## config.mk

```make
export PLATFORM = sky130hd
export DESIGN_NAME = stuffed_info_frame_builder
export DESIGN_NICKNAME = d
export VERILOG_FILES = /design/src/rtl/core/sifb_pkg.sv /design/src/rtl/core/sifb_front.sv /design/src/rtl/core/sifb_queue.sv /design/src/rtl/core/sifb_back.sv /design/src/rtl/core/stuffed_info_frame_builder.sv
export SDC_FILE = /design/constraint.sdc
export NUM_CORES = 1
export LEC_CHECK = 0
export ABC_AREA = 1
export BUFFER_PORTS_ARGS = -buffer_cell sky130_fd_sc_hd__buf_2
export CORE_AREA = 2 2 117 119
export CTS_BUF_LIST = sky130_fd_sc_hd__clkbuf_2
export CTS_CLUSTER_DIAMETER = 40
export CTS_CLUSTER_SIZE = 16
export DETAILED_ROUTE_END_ITERATION = 12
export DIE_AREA = 0 0 119 121
export GPL_ROUTABILITY_DRIVEN = 0
export PLACE_DENSITY = 0.77
export SYNTH_ARGS = -nofsm -noshare
export SYNTH_HDL_FRONTEND = slang
export SYNTH_SLANG_ARGS = --single-unit
```

## constraint.sdc

```tcl
create_clock -name clock -period 2.7 [get_ports clock]
set_input_delay 0 -clock clock [delete_from_list [all_inputs] [get_ports clock]]
set_output_delay 0 -clock clock [all_outputs]
set_load 0.03 [all_outputs]
```

## src/rtl/core/sifb_pkg.sv

```systemverilog
// ----------------------------------------------------------------------------
// sifb_pkg: shared types and constants of the stuffed info frame builder
// Transaction payloads, configuration set, queue job format, byte classes
// and output step codes.
// ----------------------------------------------------------------------------
package sifb_pkg;

   // Configuration register indexes
   localparam int CSR_INDEX_WIDTH = 3;
   localparam logic [CSR_INDEX_WIDTH-1:0] CSR_FLAG       = 3'd0;
   localparam logic [CSR_INDEX_WIDTH-1:0] CSR_ESCAPE     = 3'd1;
   localparam logic [CSR_INDEX_WIDTH-1:0] CSR_ESC_FLAG   = 3'd2;
   localparam logic [CSR_INDEX_WIDTH-1:0] CSR_ESC_ESCAPE = 3'd3;
   localparam logic [CSR_INDEX_WIDTH-1:0] CSR_ADDRESS    = 3'd4;
   localparam logic [CSR_INDEX_WIDTH-1:0] CSR_CTRL_ZERO  = 3'd5;
   localparam logic [CSR_INDEX_WIDTH-1:0] CSR_CTRL_ONE   = 3'd6;

   // Reset values of the configuration registers
   localparam logic [7:0] RESET_FLAG       = 8'd126;
   localparam logic [7:0] RESET_ESCAPE     = 8'd125;
   localparam logic [7:0] RESET_ESC_FLAG   = 8'd94;
   localparam logic [7:0] RESET_ESC_ESCAPE = 8'd93;
   localparam logic [7:0] RESET_ADDRESS    = 8'd3;
   localparam logic [7:0] RESET_CTRL_ZERO  = 8'd0;
   localparam logic [7:0] RESET_CTRL_ONE   = 8'd64;

   // Byte classes for stuffing
   localparam logic [1:0] CLS_PLAIN  = 2'd0;
   localparam logic [1:0] CLS_FLAG   = 2'd1;
   localparam logic [1:0] CLS_ESCAPE = 2'd2;

   // Output steps of one job
   localparam int         STEP_COUNT     = 9;
   localparam logic [3:0] STEP_FLAG      = 4'd0;
   localparam logic [3:0] STEP_ADDRESS   = 4'd1;
   localparam logic [3:0] STEP_CONTROL   = 4'd2;
   localparam logic [3:0] STEP_HDR_CHECK = 4'd3;
   localparam logic [3:0] STEP_DATA      = 4'd4;
   localparam logic [3:0] STEP_DATA_ESC  = 4'd5;
   localparam logic [3:0] STEP_CHECK     = 4'd6;
   localparam logic [3:0] STEP_CHECK_ESC = 4'd7;
   localparam logic [3:0] STEP_CLOSE     = 4'd8;

   localparam int QUEUE_DEPTH = 2;

   typedef struct packed {
      logic [7:0] payload;
      logic       end_of_payload;
      logic       sequence_bit;
   } req_type;

   typedef struct packed {
      logic [7:0] line_byte;
      logic       run_last;
      logic       frame_done;
   } rsp_type;

   typedef struct packed {
      logic [7:0] flag_byte;
      logic [7:0] escape_char;
      logic [7:0] escaped_flag_code;
      logic [7:0] escaped_escape_code;
      logic [7:0] address_byte;
      logic [7:0] control_seq_zero;
      logic [7:0] control_seq_one;
   } cfg_type;

   typedef struct packed {
      logic       has_header;
      logic       sequence_bit;
      logic [7:0] data;
      logic [1:0] data_class;
      logic       last;
      logic [7:0] check;
      logic [1:0] check_class;
   } job_type;

   // Flag match wins over escape match when both registers hold one value
   function automatic logic [1:0] classify(input logic [7:0] value, input cfg_type cfg);
      logic [1:0] cls;
      cls = CLS_PLAIN;
      if (value == cfg.flag_byte) begin
         cls = CLS_FLAG;
      end else if (value == cfg.escape_char) begin
         cls = CLS_ESCAPE;
      end
      return cls;
   endfunction

endpackage

```

## src/rtl/core/sifb_front.sv

```systemverilog
// ----------------------------------------------------------------------------
// sifb_front: transaction intake and classification
// Tracks frame position and the payload checksum, classifies bytes for
// stuffing and pushes one job per accepted transaction into the queue.
// ----------------------------------------------------------------------------
module sifb_front (
   input  logic              clock,
   input  logic              reset,
   input  logic              req_valid,
   output logic              req_ready,
   input  sifb_pkg::req_type req_payload,
   input  sifb_pkg::cfg_type cfg,
   input  logic              queue_full,
   output logic              push,
   output sifb_pkg::job_type push_job
);

   logic       inside_frame_ff, inside_frame_in;
   logic [7:0] check_ff, check_in;
   logic [7:0] new_check;
   logic       has_header;

   assign req_ready = !queue_full;
   assign push      = req_valid && req_ready;

   always_comb begin
      has_header = !inside_frame_ff;
      new_check  = (has_header ? 8'd0 : check_ff) ^ req_payload.payload;

      push_job.has_header   = has_header;
      push_job.sequence_bit = req_payload.sequence_bit;
      push_job.data         = req_payload.payload;
      push_job.data_class   = sifb_pkg::classify(req_payload.payload, cfg);
      push_job.last         = req_payload.end_of_payload;
      push_job.check        = new_check;
      push_job.check_class  = sifb_pkg::classify(new_check, cfg);

      inside_frame_in = inside_frame_ff;
      check_in        = check_ff;
      if (push) begin
         // close the frame on the last byte, else keep folding
         inside_frame_in = !req_payload.end_of_payload;
         check_in        = req_payload.end_of_payload ? 8'd0 : new_check;
      end
   end

   always_ff @(posedge clock) begin
      if (reset) begin
         inside_frame_ff <= 1'b0;
         check_ff        <= 8'd0;
      end else begin
         inside_frame_ff <= inside_frame_in;
         check_ff        <= check_in;
      end
   end

endmodule

```

## src/rtl/core/sifb_queue.sv

```systemverilog
// ----------------------------------------------------------------------------
// sifb_queue: job queue between front and back
// Two-entry FIFO that lets intake and output stall independently.
// ----------------------------------------------------------------------------
module sifb_queue (
   input  logic              clock,
   input  logic              reset,
   input  logic              push,
   input  sifb_pkg::job_type push_job,
   output logic              full,
   input  logic              pop,
   output logic              head_valid,
   output sifb_pkg::job_type head_job
);

   localparam int PTR_WIDTH = $clog2(sifb_pkg::QUEUE_DEPTH);
   localparam int CNT_WIDTH = $clog2(sifb_pkg::QUEUE_DEPTH + 1);

   sifb_pkg::job_type entry_ff [sifb_pkg::QUEUE_DEPTH];
   logic [PTR_WIDTH-1:0] wr_ptr_ff, wr_ptr_in;
   logic [PTR_WIDTH-1:0] rd_ptr_ff, rd_ptr_in;
   logic [CNT_WIDTH-1:0] count_ff, count_in;

   assign full       = (count_ff == CNT_WIDTH'(sifb_pkg::QUEUE_DEPTH));
   assign head_valid = (count_ff != '0);
   assign head_job   = entry_ff[rd_ptr_ff];

   always_comb begin
      wr_ptr_in = wr_ptr_ff;
      rd_ptr_in = rd_ptr_ff;
      count_in  = count_ff;
      if (push) begin
         wr_ptr_in = (wr_ptr_ff == PTR_WIDTH'(sifb_pkg::QUEUE_DEPTH - 1)) ? '0 : wr_ptr_ff + 1'b1;
      end
      if (pop) begin
         rd_ptr_in = (rd_ptr_ff == PTR_WIDTH'(sifb_pkg::QUEUE_DEPTH - 1)) ? '0 : rd_ptr_ff + 1'b1;
      end
      if (push && !pop) begin
         count_in = count_ff + 1'b1;
      end else if (pop && !push) begin
         count_in = count_ff - 1'b1;
      end
   end

   always_ff @(posedge clock) begin
      if (reset) begin
         wr_ptr_ff <= '0;
         rd_ptr_ff <= '0;
         count_ff  <= '0;
      end else begin
         wr_ptr_ff <= wr_ptr_in;
         rd_ptr_ff <= rd_ptr_in;
         count_ff  <= count_in;
      end
   end

   always_ff @(posedge clock) begin
      if (push) begin
         entry_ff[wr_ptr_ff] <= push_job;
      end
   end

endmodule

```

## src/rtl/core/sifb_back.sv

```systemverilog
// ----------------------------------------------------------------------------
// sifb_back: output sequencer
// Walks the enabled steps of the head job, one line byte per cycle while
// not stalled, into an output register; pops the job after its final byte.
// ----------------------------------------------------------------------------
module sifb_back (
   input  logic              clock,
   input  logic              reset,
   input  logic              head_valid,
   input  sifb_pkg::job_type head_job,
   output logic              pop,
   input  sifb_pkg::cfg_type cfg,
   output logic              rsp_valid,
   input  logic              rsp_ready,
   output sifb_pkg::rsp_type rsp_payload
);

   logic [3:0] step_ff, step_in;
   logic       rsp_valid_ff, rsp_valid_in;
   sifb_pkg::rsp_type rsp_data_ff, rsp_data_in;

   logic [sifb_pkg::STEP_COUNT-1:0] mask;
   logic [3:0] cur;
   logic       later;
   logic       fire;
   logic [7:0] ctrl;
   logic [7:0] line_byte;

   assign rsp_valid   = rsp_valid_ff;
   assign rsp_payload = rsp_data_ff;

   always_comb begin
      mask = '0;
      mask[sifb_pkg::STEP_FLAG]      = head_job.has_header;
      mask[sifb_pkg::STEP_ADDRESS]   = head_job.has_header;
      mask[sifb_pkg::STEP_CONTROL]   = head_job.has_header;
      mask[sifb_pkg::STEP_HDR_CHECK] = head_job.has_header;
      mask[sifb_pkg::STEP_DATA]      = 1'b1;
      mask[sifb_pkg::STEP_DATA_ESC]  = (head_job.data_class != sifb_pkg::CLS_PLAIN);
      mask[sifb_pkg::STEP_CHECK]     = head_job.last;
      mask[sifb_pkg::STEP_CHECK_ESC] = head_job.last &&
                                       (head_job.check_class != sifb_pkg::CLS_PLAIN);
      mask[sifb_pkg::STEP_CLOSE]     = head_job.last;

      // first enabled step at or after the current position
      cur = sifb_pkg::STEP_CLOSE;
      for (int i = sifb_pkg::STEP_COUNT - 1; i >= 0; i--) begin
         if (mask[i] && (4'(i) >= step_ff)) begin
            cur = 4'(i);
         end
      end
      later = 1'b0;
      for (int i = 0; i < sifb_pkg::STEP_COUNT; i++) begin
         if (mask[i] && (4'(i) > cur)) begin
            later = 1'b1;
         end
      end

      ctrl = head_job.sequence_bit ? cfg.control_seq_one : cfg.control_seq_zero;

      unique case (cur)
         sifb_pkg::STEP_FLAG:      line_byte = cfg.flag_byte;
         sifb_pkg::STEP_ADDRESS:   line_byte = cfg.address_byte;
         sifb_pkg::STEP_CONTROL:   line_byte = ctrl;
         sifb_pkg::STEP_HDR_CHECK: line_byte = cfg.address_byte ^ ctrl;
         sifb_pkg::STEP_DATA: begin
            line_byte = (head_job.data_class == sifb_pkg::CLS_PLAIN) ?
                        head_job.data : cfg.escape_char;
         end
         sifb_pkg::STEP_DATA_ESC: begin
            line_byte = (head_job.data_class == sifb_pkg::CLS_FLAG) ?
                        cfg.escaped_flag_code : cfg.escaped_escape_code;
         end
         sifb_pkg::STEP_CHECK: begin
            line_byte = (head_job.check_class == sifb_pkg::CLS_PLAIN) ?
                        head_job.check : cfg.escape_char;
         end
         sifb_pkg::STEP_CHECK_ESC: begin
            line_byte = (head_job.check_class == sifb_pkg::CLS_FLAG) ?
                        cfg.escaped_flag_code : cfg.escaped_escape_code;
         end
         sifb_pkg::STEP_CLOSE:     line_byte = cfg.flag_byte;
         default:                  line_byte = cfg.flag_byte;
      endcase

      fire = head_valid && (!rsp_valid_ff || rsp_ready);
      pop  = fire && !later;

      step_in      = step_ff;
      rsp_valid_in = rsp_valid_ff;
      rsp_data_in  = rsp_data_ff;
      if (fire) begin
         rsp_valid_in           = 1'b1;
         rsp_data_in.line_byte  = line_byte;
         rsp_data_in.run_last   = !later;
         rsp_data_in.frame_done = (cur == sifb_pkg::STEP_CLOSE);
         step_in                = later ? cur + 4'd1 : sifb_pkg::STEP_FLAG;
      end else if (rsp_ready) begin
         rsp_valid_in = 1'b0;
      end
   end

   always_ff @(posedge clock) begin
      if (reset) begin
         step_ff      <= sifb_pkg::STEP_FLAG;
         rsp_valid_ff <= 1'b0;
      end else begin
         step_ff      <= step_in;
         rsp_valid_ff <= rsp_valid_in;
      end
   end

   always_ff @(posedge clock) begin
      rsp_data_ff <= rsp_data_in;
   end

endmodule

```

## src/rtl/core/stuffed_info_frame_builder.sv

```systemverilog
// ----------------------------------------------------------------------------
// stuffed_info_frame_builder: byte-stuffed information frame builder
// Turns payload byte transactions into line bytes of a stuffed frame with
// header, escaped data, escaped XOR checksum and closing flag.
// ----------------------------------------------------------------------------
// Each request transaction carries one payload byte. The first byte of a
// frame brings out the flag, address, control byte (picked by sequence_bit)
// and address XOR control, unstuffed; every payload byte goes out as itself
// or as an escape pair; the byte marked end_of_payload adds the stuffed XOR
// of all payload bytes and a closing flag flagged by frame_done. run_last
// marks the final response of each request. A request yields 1 to 9
// response transactions, which the output sequencer sends one after
// another; the output sequencer is the rate limit. A two-entry job
// queue lets requests be taken while earlier ones are still being
// sent. Write configuration only while the block is idle.
// ----------------------------------------------------------------------------
module stuffed_info_frame_builder (
   input  logic                                  clock,
   input  logic                                  reset,
   input  logic                                  req_valid,
   output logic                                  req_ready,
   input  sifb_pkg::req_type                     req_payload,
   output logic                                  rsp_valid,
   input  logic                                  rsp_ready,
   output sifb_pkg::rsp_type                     rsp_payload,
   input  logic                                  csr_we,
   input  logic [sifb_pkg::CSR_INDEX_WIDTH-1:0]  csr_index,
   input  logic [7:0]                            csr_wdata
);

   sifb_pkg::cfg_type cfg_ff, cfg_in;
   sifb_pkg::job_type push_job, head_job;
   logic              push, pop, queue_full, head_valid;

   // Hold the configuration; decode the write index, drop unknown indexes
   always_comb begin
      cfg_in = cfg_ff;
      if (csr_we) begin
         unique case (csr_index)
            sifb_pkg::CSR_FLAG:       cfg_in.flag_byte           = csr_wdata;
            sifb_pkg::CSR_ESCAPE:     cfg_in.escape_char         = csr_wdata;
            sifb_pkg::CSR_ESC_FLAG:   cfg_in.escaped_flag_code   = csr_wdata;
            sifb_pkg::CSR_ESC_ESCAPE: cfg_in.escaped_escape_code = csr_wdata;
            sifb_pkg::CSR_ADDRESS:    cfg_in.address_byte        = csr_wdata;
            sifb_pkg::CSR_CTRL_ZERO:  cfg_in.control_seq_zero    = csr_wdata;
            sifb_pkg::CSR_CTRL_ONE:   cfg_in.control_seq_one     = csr_wdata;
            default:                  cfg_in = cfg_ff;
         endcase
      end
   end

   always_ff @(posedge clock) begin
      if (reset) begin
         cfg_ff.flag_byte           <= sifb_pkg::RESET_FLAG;
         cfg_ff.escape_char         <= sifb_pkg::RESET_ESCAPE;
         cfg_ff.escaped_flag_code   <= sifb_pkg::RESET_ESC_FLAG;
         cfg_ff.escaped_escape_code <= sifb_pkg::RESET_ESC_ESCAPE;
         cfg_ff.address_byte        <= sifb_pkg::RESET_ADDRESS;
         cfg_ff.control_seq_zero    <= sifb_pkg::RESET_CTRL_ZERO;
         cfg_ff.control_seq_one     <= sifb_pkg::RESET_CTRL_ONE;
      end else begin
         cfg_ff <= cfg_in;
      end
   end

   // Front: accept the transaction, track the frame, classify bytes
   sifb_front u_front (
      .clock       (clock),
      .reset       (reset),
      .req_valid   (req_valid),
      .req_ready   (req_ready),
      .req_payload (req_payload),
      .cfg         (cfg_ff),
      .queue_full  (queue_full),
      .push        (push),
      .push_job    (push_job)
   );

   // Queue: decouple intake from output stalls
   sifb_queue u_queue (
      .clock      (clock),
      .reset      (reset),
      .push       (push),
      .push_job   (push_job),
      .full       (queue_full),
      .pop        (pop),
      .head_valid (head_valid),
      .head_job   (head_job)
   );

   // Back: emit one line byte per cycle through the output register when not stalled
   sifb_back u_back (
      .clock       (clock),
      .reset       (reset),
      .head_valid  (head_valid),
      .head_job    (head_job),
      .pop         (pop),
      .cfg         (cfg_ff),
      .rsp_valid   (rsp_valid),
      .rsp_ready   (rsp_ready),
      .rsp_payload (rsp_payload)
   );

endmodule

```

==> flow_metrics.tcl <==
set metrics [dict create \
    outcome "finished, final reports clean" \
    worst_slew_pin_slew_ns 0.798 \
    holdCritPathClass "in -> reg" \
    synth_edf_count 56 \
    io_pins 38 \
    clock-sinks 131 \
    syn_area_per_cell_um2 7.91 \
    clockBufferDepth 2 \
    row_count 42 \
    grt_overflow_total 0 \
    switching_power_mw 2.36 \
    p_leak_nw 3.33 \
    cts.root.buffer_cell "clkbuf_2" \
    start_kind "primary input" \
    placed_cell_area_mm2 0.00700 \
    synth_top_area_share_pct 25.5 \
    wl_per_cell_um 15.2 \
    yosysTopAreaCell "edfxtp_1" \
    slew_violations 0 \
    cts_buffers 17 \
    seqPwrFrac_pct 43.6 \
    syn2layout_area_growth_pct 15.9 \
    wl_um 17000 \
    dieArea_mm2 0.0144 \
    nets 953 \
    syn_nets 863 \
    rsz0062_at_grt "false" \
    start_util_pct 50.4 \
    synthCells 834 \
    dp.cells 1039 \
    finalCriticalPeriod_ns 2.60 \
    clockPowerShare_pct 18.7 \
    route.detailed.drc 0 \
    worstPathRequired_ns 3.33 \
    power.internal_mw 3.49 \
    clk_latency_ns 0.71 \
    syn_area_mm2 0.00660 \
    numPortBuffers 37 \
    drive_above_1_share_pct 12.5 \
    setup_tns_ns 0 \
    async_flop_share_pct 0 \
    vdd_ir_drop_max_v 0.000480 \
    vias 5868 \
    p_comb_share_pct 37.7 \
    antenna_found_initial 1 \
    layout_worst_path_cycle_share_pct 96.4 \
    fill_cells 1196 \
    power_density_mw_per_mm2 765 \
    synth.most_common_cell "nand2_1" \
    via_per_inst 5.27 \
    hold_viol 0 \
    synthTopCellsByArea "edfxtp_1, dfxtp_1, nand2_1, inv_1, nor2_1" \
    grt_pass1_wl_um 27300 \
    crit_arrival_ns 3.23 \
    synthTopCellsByCount "nand2_1, inv_1, nor2_1" \
    p_sw_share_pct 40.3 \
    max_freq_ghz 0.384 \
    core_area_mm2 0.0131 \
    die_w_um 119 \
    grt_pass1_vias 5407 \
    globalRouteTotalUtil_pct 24.6 \
    finalInstanceArea_mm2 0.00764 \
    htreeDepth 4 \
    clk_pin_slew_ns 0.18 \
    synth_cell_type_count 33 \
    fin_cells 1114 \
    slew_headroom_pct 46.3 \
    ys_seq_area_share_pct 48.3 \
    ys_ff_latch 131 \
    yosysWarningCount 0 \
    endpoint_kind "register" \
    cts_tree "yes" \
    drtPass1Iterations 6 \
    drt-initial-drc-count 523 \
    antenna_left 0 \
    synth_ff_type "dfxtp_1" \
    cts_setup_buffers 0 \
    setup_viol 0 \
    fin_skew_ns 0.0214 \
    hpwl_um 12000 \
    path_class "in -> reg" \
    grt_max_degree 57 \
    path_max_fanout 9 \
    die_y_um 121 \
    max-cap-violations 0 \
]
what timing repair did:
item,4_1_cts,5_1_grt
hold buffers,42,0
hold endpoints to repair,118,0
setup endpoints to repair,0,10
resized for setup,0,5
worst paths after layout:
kind | start | end | slack (ns) | cells past startpoint
setup reg to reg | register | u_queue.count_ff[1]$_SDFFE_PP0P_ | 0.26 | 15
hold / removal | req_payload[1] | u_queue.entry_ff[0][10]$_DFFE_PP_ | 0.07 | 2
hold reg to reg | cfg_ff[8]$_SDFFE_PP0P_ | cfg_ff[8]$_SDFFE_PP0P_ | 0.46 | 2
setup / recovery | csr_index[1] | cfg_ff[4]$_SDFFE_PP0P_ | 0.1 | 12
cell usage in the layout (no fill, tap or decap), types with 18 or more instances in the layout:
master / instances
nor2_1: 83
nand2_1: 216
buf_2: 37
a21oi_1: 32
dlygate4sd3_1: 42
nand4_1: 21
xor2_1: 22
inv_1: 96
edfxtp_1: 56
xnor2_1: 18
nand3_1: 42
o21ai_0: 64
dfxtp_1: 74
critical path: stages:
cell and delay, ns:
dlygate4sd3_1 0.54, buf_2 0.14, inv_1 0.06, nor2_1 0.08, dlygate4sd3_1 0.55, inv_1 0.07
nor2_2 0.28, inv_1 0.25, nor2_1 0.12, dlygate4sd3_1 0.56, nor2_1 0.04, dlygate4sd3_1 0.54
metal layers:
layer,vias to the layer above,wire (um),track usage [%]
met4,0,355,8.63
met3,29,1320,5.08
met5,-,0,0
met1,2719,7370,32.2
li1,2904,-,-
met2,216,7940,40.6
flip-flops by register name, indices dropped and copies added (netlist names), named ones only:
register,count
u_queue.rd_ptr_ff,1
u_queue.count_ff,2
u_queue.entry_ff,46
u_back.rsp_valid,1
u_back.step_ff,4
u_front.check_ff,8
cfg_ff,56
u_back.rsp_payload,10
u_front.inside_frame_ff,1
u_queue.wr_ptr_ff,1
layout make-up:
| class | count | area, um2 | share of cell area [%] |
|---|---|---|---|
| Clock inverter | 15 | 123 | 1.60 |
| Clock buffer | 17 | 85.1 | 1.11 |
| Sequential cell | 131 | 3180 | 41.7 |
| Multi-Input combinational cell | 579 | 2920 | 38.2 |
| Inverter | 99 | 374 | 4.89 |
| Timing Repair Buffer | 96 | 733 | 9.59 |
| Tap cell | 176 | 220 | 2.88 |
| Antenna cell | 1 | 2.50 | 0.0327 |
stage by stage:
| stage | total power, mW | hold WS, ns | utilization [%] | setup slack (ns) |
|---|---|---|---|---|
| 2_1_floorplan | 4.13 | 0.0989 | - | 0.295 |
| 6_report | 5.85 | 0.0726 | 58.4 | 0.0965 |
| 3_3_place_gp | 4.66 | 0.192 | 53.5 | 0.320 |
| 3_5_place_dp | 4.71 | 0.193 | 53.5 | 0.208 |
| 4_1_cts | 5.83 | 0.0104 | 58.3 | 0.0869 |
| 5_1_grt | 6.24 | 0.0412 | 58.4 | 0.0143 |
logic make-up after synthesis:
| group | share of synthesized area, % |
|---|---|
| flip-flops | 48.3 |
| adder cells (fa/ha/maj) | 0.569 |
| buffers and inverters | 7.70 |
| AND/OR/NAND/NOR | 27.1 |
| XOR/XNOR | 5.31 |
| AO/OA/AOI/OAI | 11.1 |
power groups by stage:
stage / combinational, mW / clock [mW] / sequential [mW]
5_1_grt: 2.47 / 1.21 / 2.57
3_3_place_gp: 2.08 / 0 / 2.58
4_1_cts: 2.18 / 1.11 / 2.54
2_1_floorplan: 1.40 / 0 / 2.73
3_5_place_dp: 2.12 / 0 / 2.59
6_report: 2.20 / 1.10 / 2.55
(Power assumes the default switching activity.)
